File: config.mk
export PLATFORM = sky130hd
export DESIGN_NAME = toy_byte_block_cipher
export DESIGN_NICKNAME = d
export VERILOG_FILES = /design/src/tbc_pkg.sv /design/src/tbc_key_sched.sv /design/src/tbc_rounds.sv /design/src/toy_byte_block_cipher.sv
export SDC_FILE = /design/constraint.sdc
export NUM_CORES = 1
export LEC_CHECK = 0
export BUFFER_PORTS_ARGS = -buffer_cell sky130_fd_sc_hd__buf_2
export CAP_MARGIN = 10
export CELL_PAD_IN_SITES_DETAIL_PLACEMENT = 1
export CELL_PAD_IN_SITES_GLOBAL_PLACEMENT = 2
export CORE_ASPECT_RATIO = 0.5
export CORE_MARGIN = 5
export CORE_UTILIZATION = 36
export CTS_CLUSTER_DIAMETER = 80
export DETAILED_ROUTE_END_ITERATION = 6
export PLACE_DENSITY = 0.88
export SKIP_CTS_REPAIR_TIMING = 1
export SLEW_MARGIN = 20
export SYNTH_ARGS = -nofsm -noshare
export SYNTH_HDL_FRONTEND = slang
export SYNTH_SLANG_ARGS = --single-unit
File: constraint.sdc
create_clock -name clk -period 2.3 [get_ports clk]
set_input_delay 0.115 -clock clk [delete_from_list [all_inputs] [get_ports clk]]
set_output_delay 0.115 -clock clk [all_outputs]
set_load 0.02 [all_outputs]
File: src/tbc_pkg.sv
// Package for the toy byte block cipher: widths, action codes, S-boxes,
// nibble permutations and the round functions shared by the datapath files.
// No dependencies.
`timescale 1ns / 1ps

package tbc_pkg;

	localparam int NIB_W    = 4;
	localparam int BLK_W    = 8;
	localparam int KEY_W    = 8;
	localparam int ROUNDS   = 4;
	localparam int RC_MULT  = 3;

	typedef logic [NIB_W-1:0] nib_t;
	typedef logic [BLK_W-1:0] blk_t;
	typedef logic [KEY_W-1:0] key_t;

	typedef enum logic {
		ACT_ENCRYPT = 1'b0,
		ACT_DECRYPT = 1'b1
	} action_t;

	// Element i gives the source position (from the MSB) of output bit i.
	typedef logic [0:3][1:0] perm_t;

	// Round keys, index = round number.
	typedef nib_t [ROUNDS-1:0] rkeys_t;

	localparam nib_t FWD_SBOX [16] = '{
		4'h9, 4'h4, 4'h0, 4'hD, 4'h8, 4'h5, 4'h1, 4'hC,
		4'hB, 4'h6, 4'h2, 4'hF, 4'hA, 4'h7, 4'h3, 4'hE
	};
	localparam nib_t INV_SBOX [16] = '{
		4'h2, 4'h6, 4'hA, 4'hE, 4'h1, 4'h5, 4'h9, 4'hD,
		4'h4, 4'h0, 4'hC, 4'h8, 4'h7, 4'h3, 4'hF, 4'hB
	};

	localparam perm_t PERM_A     = {2'd2, 2'd0, 2'd3, 2'd1};
	localparam perm_t PERM_A_INV = {2'd1, 2'd3, 2'd0, 2'd2};
	localparam perm_t PERM_B     = {2'd3, 2'd2, 2'd0, 2'd1};
	localparam perm_t PERM_B_INV = {2'd2, 2'd3, 2'd1, 2'd0};

	function automatic nib_t nib_permute(input perm_t map, input nib_t x);
		nib_t y;
		y = '0;
		for (int i = 0; i < NIB_W; i++) begin
			y[2'(3 - i)] = x[~map[i]];
		end
		return y;
	endfunction

	function automatic nib_t round_key(input key_t key, input int r);
		nib_t rot;
		rot = {key[2:0], 1'b0} | key[6:3];
		return rot ^ NIB_W'(RC_MULT * r);
	endfunction

	function automatic blk_t fwd_round(input blk_t blk, input nib_t k);
		nib_t left;
		nib_t right;
		nib_t t;
		left  = blk[7:4];
		right = blk[3:0];
		t = nib_permute(PERM_A, left ^ right);
		t = FWD_SBOX[t] ^ k;
		t = nib_permute(PERM_B, t);
		return {left ^ t, left};
	endfunction

	function automatic blk_t inv_round(input blk_t blk, input nib_t k);
		nib_t left;
		nib_t right;
		nib_t t;
		left  = blk[7:4];
		right = blk[3:0];
		t = nib_permute(PERM_B_INV, left ^ right);
		t = INV_SBOX[t ^ k];
		t = nib_permute(PERM_A_INV, t);
		return {right, right ^ t};
	endfunction

endpackage

File: src/tbc_key_sched.sv
// Round key schedule: derives the four round keys from the key byte.
// Depends on tbc_pkg.
`timescale 1ns / 1ps

module tbc_key_sched (
	input  tbc_pkg::key_t   key,
	output tbc_pkg::rkeys_t rkeys
);

	always_comb begin
		for (int r = 0; r < tbc_pkg::ROUNDS; r++) begin
			rkeys[r] = tbc_pkg::round_key(key, r);
		end
	end

endmodule

File: src/tbc_rounds.sv
// Four cipher rounds in both directions, selected by the action bit.
// Depends on tbc_pkg.
`timescale 1ns / 1ps

module tbc_rounds (
	input  tbc_pkg::action_t action,
	input  tbc_pkg::blk_t    blk_in,
	input  tbc_pkg::rkeys_t  rkeys,
	output tbc_pkg::blk_t    blk_out
);

	tbc_pkg::blk_t enc;
	tbc_pkg::blk_t dec;

	always_comb begin
		enc = blk_in;
		dec = blk_in;
		for (int r = 0; r < tbc_pkg::ROUNDS; r++) begin
			enc = tbc_pkg::fwd_round(enc, rkeys[r]);
			dec = tbc_pkg::inv_round(dec, rkeys[tbc_pkg::ROUNDS - 1 - r]);
		end
		unique case (action)
			tbc_pkg::ACT_ENCRYPT: blk_out = enc;
			tbc_pkg::ACT_DECRYPT: blk_out = dec;
			default:              blk_out = enc;
		endcase
	end

endmodule

File: src/toy_byte_block_cipher.sv
// Toy byte block cipher top level: key register, input and result stages.
// Depends on tbc_pkg, tbc_key_sched and tbc_rounds.
//
// Usage:
// - Write the key byte through cfg_wr_en / cfg_wr_data while the block is
//   idle; it takes effect at once, with no handshake and no read-back.
// - Input beats (action, data_block) enter on in_valid / in_ready; each
//   gives exactly one output beat (result_block) on out_valid / out_ready.
// - An accepted beat waits in the input stage, passes all four rounds and is
//   presented from the result register. Throughput: one beat per cycle while
//   out_ready is high, set by the input stage and the result register.
// - When the receiver stalls, the result register holds; the input stage
//   keeps one more beat, then in_ready drops until out_ready returns.
// - Reset clears both stages and sets the key to zero.
`timescale 1ns / 1ps

module toy_byte_block_cipher (
	input  logic                 clk,
	input  logic                 arst_n,
	input  logic                 cfg_wr_en,
	input  tbc_pkg::key_t        cfg_wr_data,
	input  logic                 in_valid,
	output logic                 in_ready,
	input  logic                 action,
	input  tbc_pkg::blk_t        data_block,
	output logic                 out_valid,
	input  logic                 out_ready,
	output tbc_pkg::blk_t        result_block
);

	tbc_pkg::key_t    key_q;
	logic             vld_s1;
	tbc_pkg::action_t act_s1;
	tbc_pkg::blk_t    blk_s1;
	logic             vld_s2;
	tbc_pkg::blk_t    blk_s2;
	tbc_pkg::rkeys_t  rkeys;
	tbc_pkg::blk_t    rnd_out;
	logic             adv_s1;

	assign adv_s1   = !vld_s2 || out_ready;
	assign in_ready = !vld_s1 || adv_s1;

	always_ff @(posedge clk or negedge arst_n) begin
		if (!arst_n) begin
			key_q <= '0;
		end else if (cfg_wr_en) begin
			key_q <= cfg_wr_data;
		end
	end

	always_ff @(posedge clk or negedge arst_n) begin
		if (!arst_n) begin
			vld_s1 <= 1'b0;
		end else if (in_ready) begin
			vld_s1 <= in_valid;
		end
	end

	always_ff @(posedge clk) begin
		if (in_ready && in_valid) begin
			act_s1 <= tbc_pkg::action_t'(action);
			blk_s1 <= data_block;
		end
	end

	tbc_key_sched u_key_sched (
		.key   (key_q),
		.rkeys (rkeys)
	);

	tbc_rounds u_rounds (
		.action  (act_s1),
		.blk_in  (blk_s1),
		.rkeys   (rkeys),
		.blk_out (rnd_out)
	);

	always_ff @(posedge clk or negedge arst_n) begin
		if (!arst_n) begin
			vld_s2 <= 1'b0;
		end else if (adv_s1) begin
			vld_s2 <= vld_s1;
		end
	end

	always_ff @(posedge clk) begin
		if (adv_s1 && vld_s1) begin
			blk_s2 <= rnd_out;
		end
	end

	assign out_valid    = vld_s2;
	assign result_block = blk_s2;

	a_accept_fills_s1: assert property (@(posedge clk) disable iff (!arst_n)
		in_valid && in_ready |=> vld_s1)
		else $error("accepted beat did not reach the input stage");

	a_s1_holds: assert property (@(posedge clk) disable iff (!arst_n)
		vld_s1 && !adv_s1 |=> vld_s1 && $stable(blk_s1) && $stable(act_s1))
		else $error("input stage lost its beat during a stall");

	a_s1_moves_to_s2: assert property (@(posedge clk) disable iff (!arst_n)
		vld_s1 && adv_s1 |=> out_valid)
		else $error("input stage advanced without filling the result register");

	a_empty_ready: assert property (@(posedge clk) disable iff (!arst_n)
		!vld_s1 |-> in_ready)
		else $error("empty input stage refused a beat");

endmodule

==> implementation parameters <==
Parameter                              Value

Placed design
  Half-perimeter wire length after detailed placement ... 1530 µm
  Total of buffers placed on input and output ports ... 29
  Placer congestion estimate ... 0.674

Synth
  Area share of the largest cell type after synthesis ... 44.5%
  Main area contributors after synthesis ... edfxtp_1 (44%), dfrtp_1 (20%), mux2_2 (11%), xnor3_1 (11%), nand2b_1 (1.9%)
  Netlist Area Pre-Place ... 1010 µm²
  Warnings from Yosys ... 0
  Net count after synthesis ... 80
  Dominant cell by count in the synthesized netlist ... edfxtp_1
  Unique masters post-synth ... 17
  Post-synthesis area per instance ... 17.5 µm²
  Synth Instances ... 58
  Async set-or-reset flop fraction in the synthesized netlist ... 34.8%
  Top cell types by occurrence after synthesis ... edfxtp_1 (15), mux2_2 (10), dfrtp_1 (8), xnor3_1 (5), nand2b_1 (3)
  Share of the yosys chip area belonging to registers ... 64.3%
  Count of flip-flops with a built-in enable after synthesis ... 15
  Synth Register Bits ... 23
  Primary FF master, synth ... edfxtp_1
  Synth area leader ... edfxtp_1

Worst setup path
  Required time of the worst setup path ... 2320 ps
  Total buffers and inverters traversed by the critical path ... 0
  Kind of start point of the critical path ... flip-flop
  Type of element capturing the critical path ... flip-flop
  Family with the most delay on the worst path ... XOR/XNOR gates
  Crit-path slowest cell ... edfxtp_1
  Worst Setup Path Type ... reg -> reg
  Worst R2R Setup Slack ... 790 ps
  Critical-path cell list ... xnor2_1 > xnor3_1 > mux2_2
  Worst-path fanout max ... 2
  Data arrival, critical path ... 1520 ps
  Delay of the slowest cell on the worst path ... 430 ps

Clock tree
  Maximum clock insertion buffer count ... 2
  Root Buffer Master ... clkbuf_8
  H-tree Lvls ... 1
  Number of sinks on the clock net ... 23
  Inserted Clock Buffers ... 3
  TritonCTS clock tree ... built
  Later-pin clock latency in the skew report ... 260 ps
  CTS clk-pin slew, worst paths ... 80 ps

GRT
  Number of global-route vias before repair ... 628
  Antenna violations before repair ... 0
  Congestion Overflow GR ... 0
  First-pass GRT wire length ... 3150 µm
  Pin count of the biggest net entering global routing ... 13
  Total routing usage reported by global routing ... 10.6%

Die
  Floorplan Core Area ... 2640 µm²
  Full die area ... 4040 µm²
  Row count ... 13
  Starting density of the core ... 38.4%
  Die W ... 85.0 µm
  Top-level I/O count ... 32
  Die H ... 47.5 µm

Detailed routing
  DRT Pass-1 Iters ... 4
  Routed wire per std cell ... 15.6 µm
  Total Wirelength ... 1950 µm
  Via count ... 558
  Number of design rule violations left after detail routing ... 0
  Number of nets with antenna violations after routing ... 0
  Drt first-iter violations ... 6
  Via/cell ratio ... 4.46

STA
  Setup TNS ... 0 ps
  Relative slew slack ... 73.0%
  Transition time at the pin with the least slew margin ... 405 ps
  Number of max-slew violations in the final report ... 0
  Final hold vios ... 0
  Number of failing setup endpoints in the final timing report ... 0
  Hold WS ... 22.6 ps
  Top achievable clock speed ... 664 MHz
  RSZ-0062 raised after global routing ... false
  Post-route minimum period ... 1510 ps
  Clock skew after layout ... 3.47 ps
  Period utilisation layout ... 65.5%

Status
  Run status ... finished, final reports clean

Cells and area
  Inserted Diodes ... 0
  Fraction of final layout cells with drive strength greater than 1 ... 50.0%
  Area Growth Syn to Fin ... 22.1%
  Nets@finish ... 111

Min path
  Type of the most critical hold path ... in -> reg

Flow run
  Max-cap viol count ... 0

Power
  Power density relative to cell area ... 752 nW/µm²
  Max VDD drop ... 0.000306 V
  Reported leakage power ... 0.531 nW
## per-layer routing
metal | part of all wire (%) | GRT usage [%] | vias to the layer above
li1 | - | - | 265
met1 | 39 | 11.4 | 279
met2 | 55 | 21.6 | 12
met3 | 4.5 | 2.92 | 2
met4 | 0.72 | 2.84 | 0
met5 | 0 | 0 | -
## metrics by stage
step | utilization [%] | power, mW | cells | setup WS [ps] | cell area [µm²]
2_1_floorplan | - | 0.635 | 58 | 905 | 1010
3_3_place_gp | 44.8 | 0.677 | 120 | 874 | 1180
3_5_place_dp | 44.8 | 0.689 | 120 | 793 | 1180
4_1_cts | 46.5 | 0.934 | 124 | 777 | 1230
5_1_grt | 46.9 | 0.970 | 125 | 756 | 1240
6_report | 46.9 | 0.929 | 125 | 794 | 1240
## worst paths after layout
| check | startpoint | to | cells past startpoint |
|---|---|---|---|
| min in group asynchronous | arst_n | vld_s1 | 2 |
| max | blk_s1[4] | result_block[1] | 3 |
| min reg2reg | key_q[4] | key_q[4] | 1 |
| max reg2reg | blk_s1[4] | result_block[1] | 3 |
| min | action | act_s1 | 1 |
| max in group asynchronous | arst_n | key_q[1] | 2 |
## cell usage in the layout (no fill, tap or decap), drive strengths merged
cell / n
and2: 2
buf: 29
clkbuf: 4
dfrtp: 8
dlygate4sd3: 1
edfxtp: 15
mux2: 10
mux2i: 1
nand2: 1
nand2b: 3
nand3b: 1
nor2: 3
o21ai: 1
xnor2: 3
xnor3: 5
xor2: 1
## sequential cells by signal, indices dropped and copies added (netlist names)
signal and count:
vld_s1 1, blk_s1 8, act_s1 1, result_block 6
key_q 6, out_valid 1
## layout make-up
class / count / area, µm²
multi-input cells: 31 / 339
flip-flops and latches: 23 / 651
repair buffers: 30 / 155
fillers: 292 / 1400
well taps: 37 / 46.3
clock buffers: 4 / 45.0
## power by group
part	switching, mW	internal, mW	leakage [nW]
combinational	0.0798	0.0905	0.273
sequential	0.0216	0.488	0.236
clock	0.126	0.124	0.0228
total	0.228	0.702	0.531
## cell families (layout without fill, tap and decap cells)
| kind of cell | Yosys count | after routing | share of synthesized area [%] |
|---|---|---|---|
| flops | 23 | 23 | 64.3 |
| simple gates | 10 | 10 | 5.56 |
| xor+xnor | 9 | 9 | 15.3 |
| buf+inv | 4 | 34 | 2.22 |
| mux | 11 | 11 | 12.1 |
| compound gates | 1 | 1 | 0.494 |
Note: power is estimated with default switching activity, not from simulation.
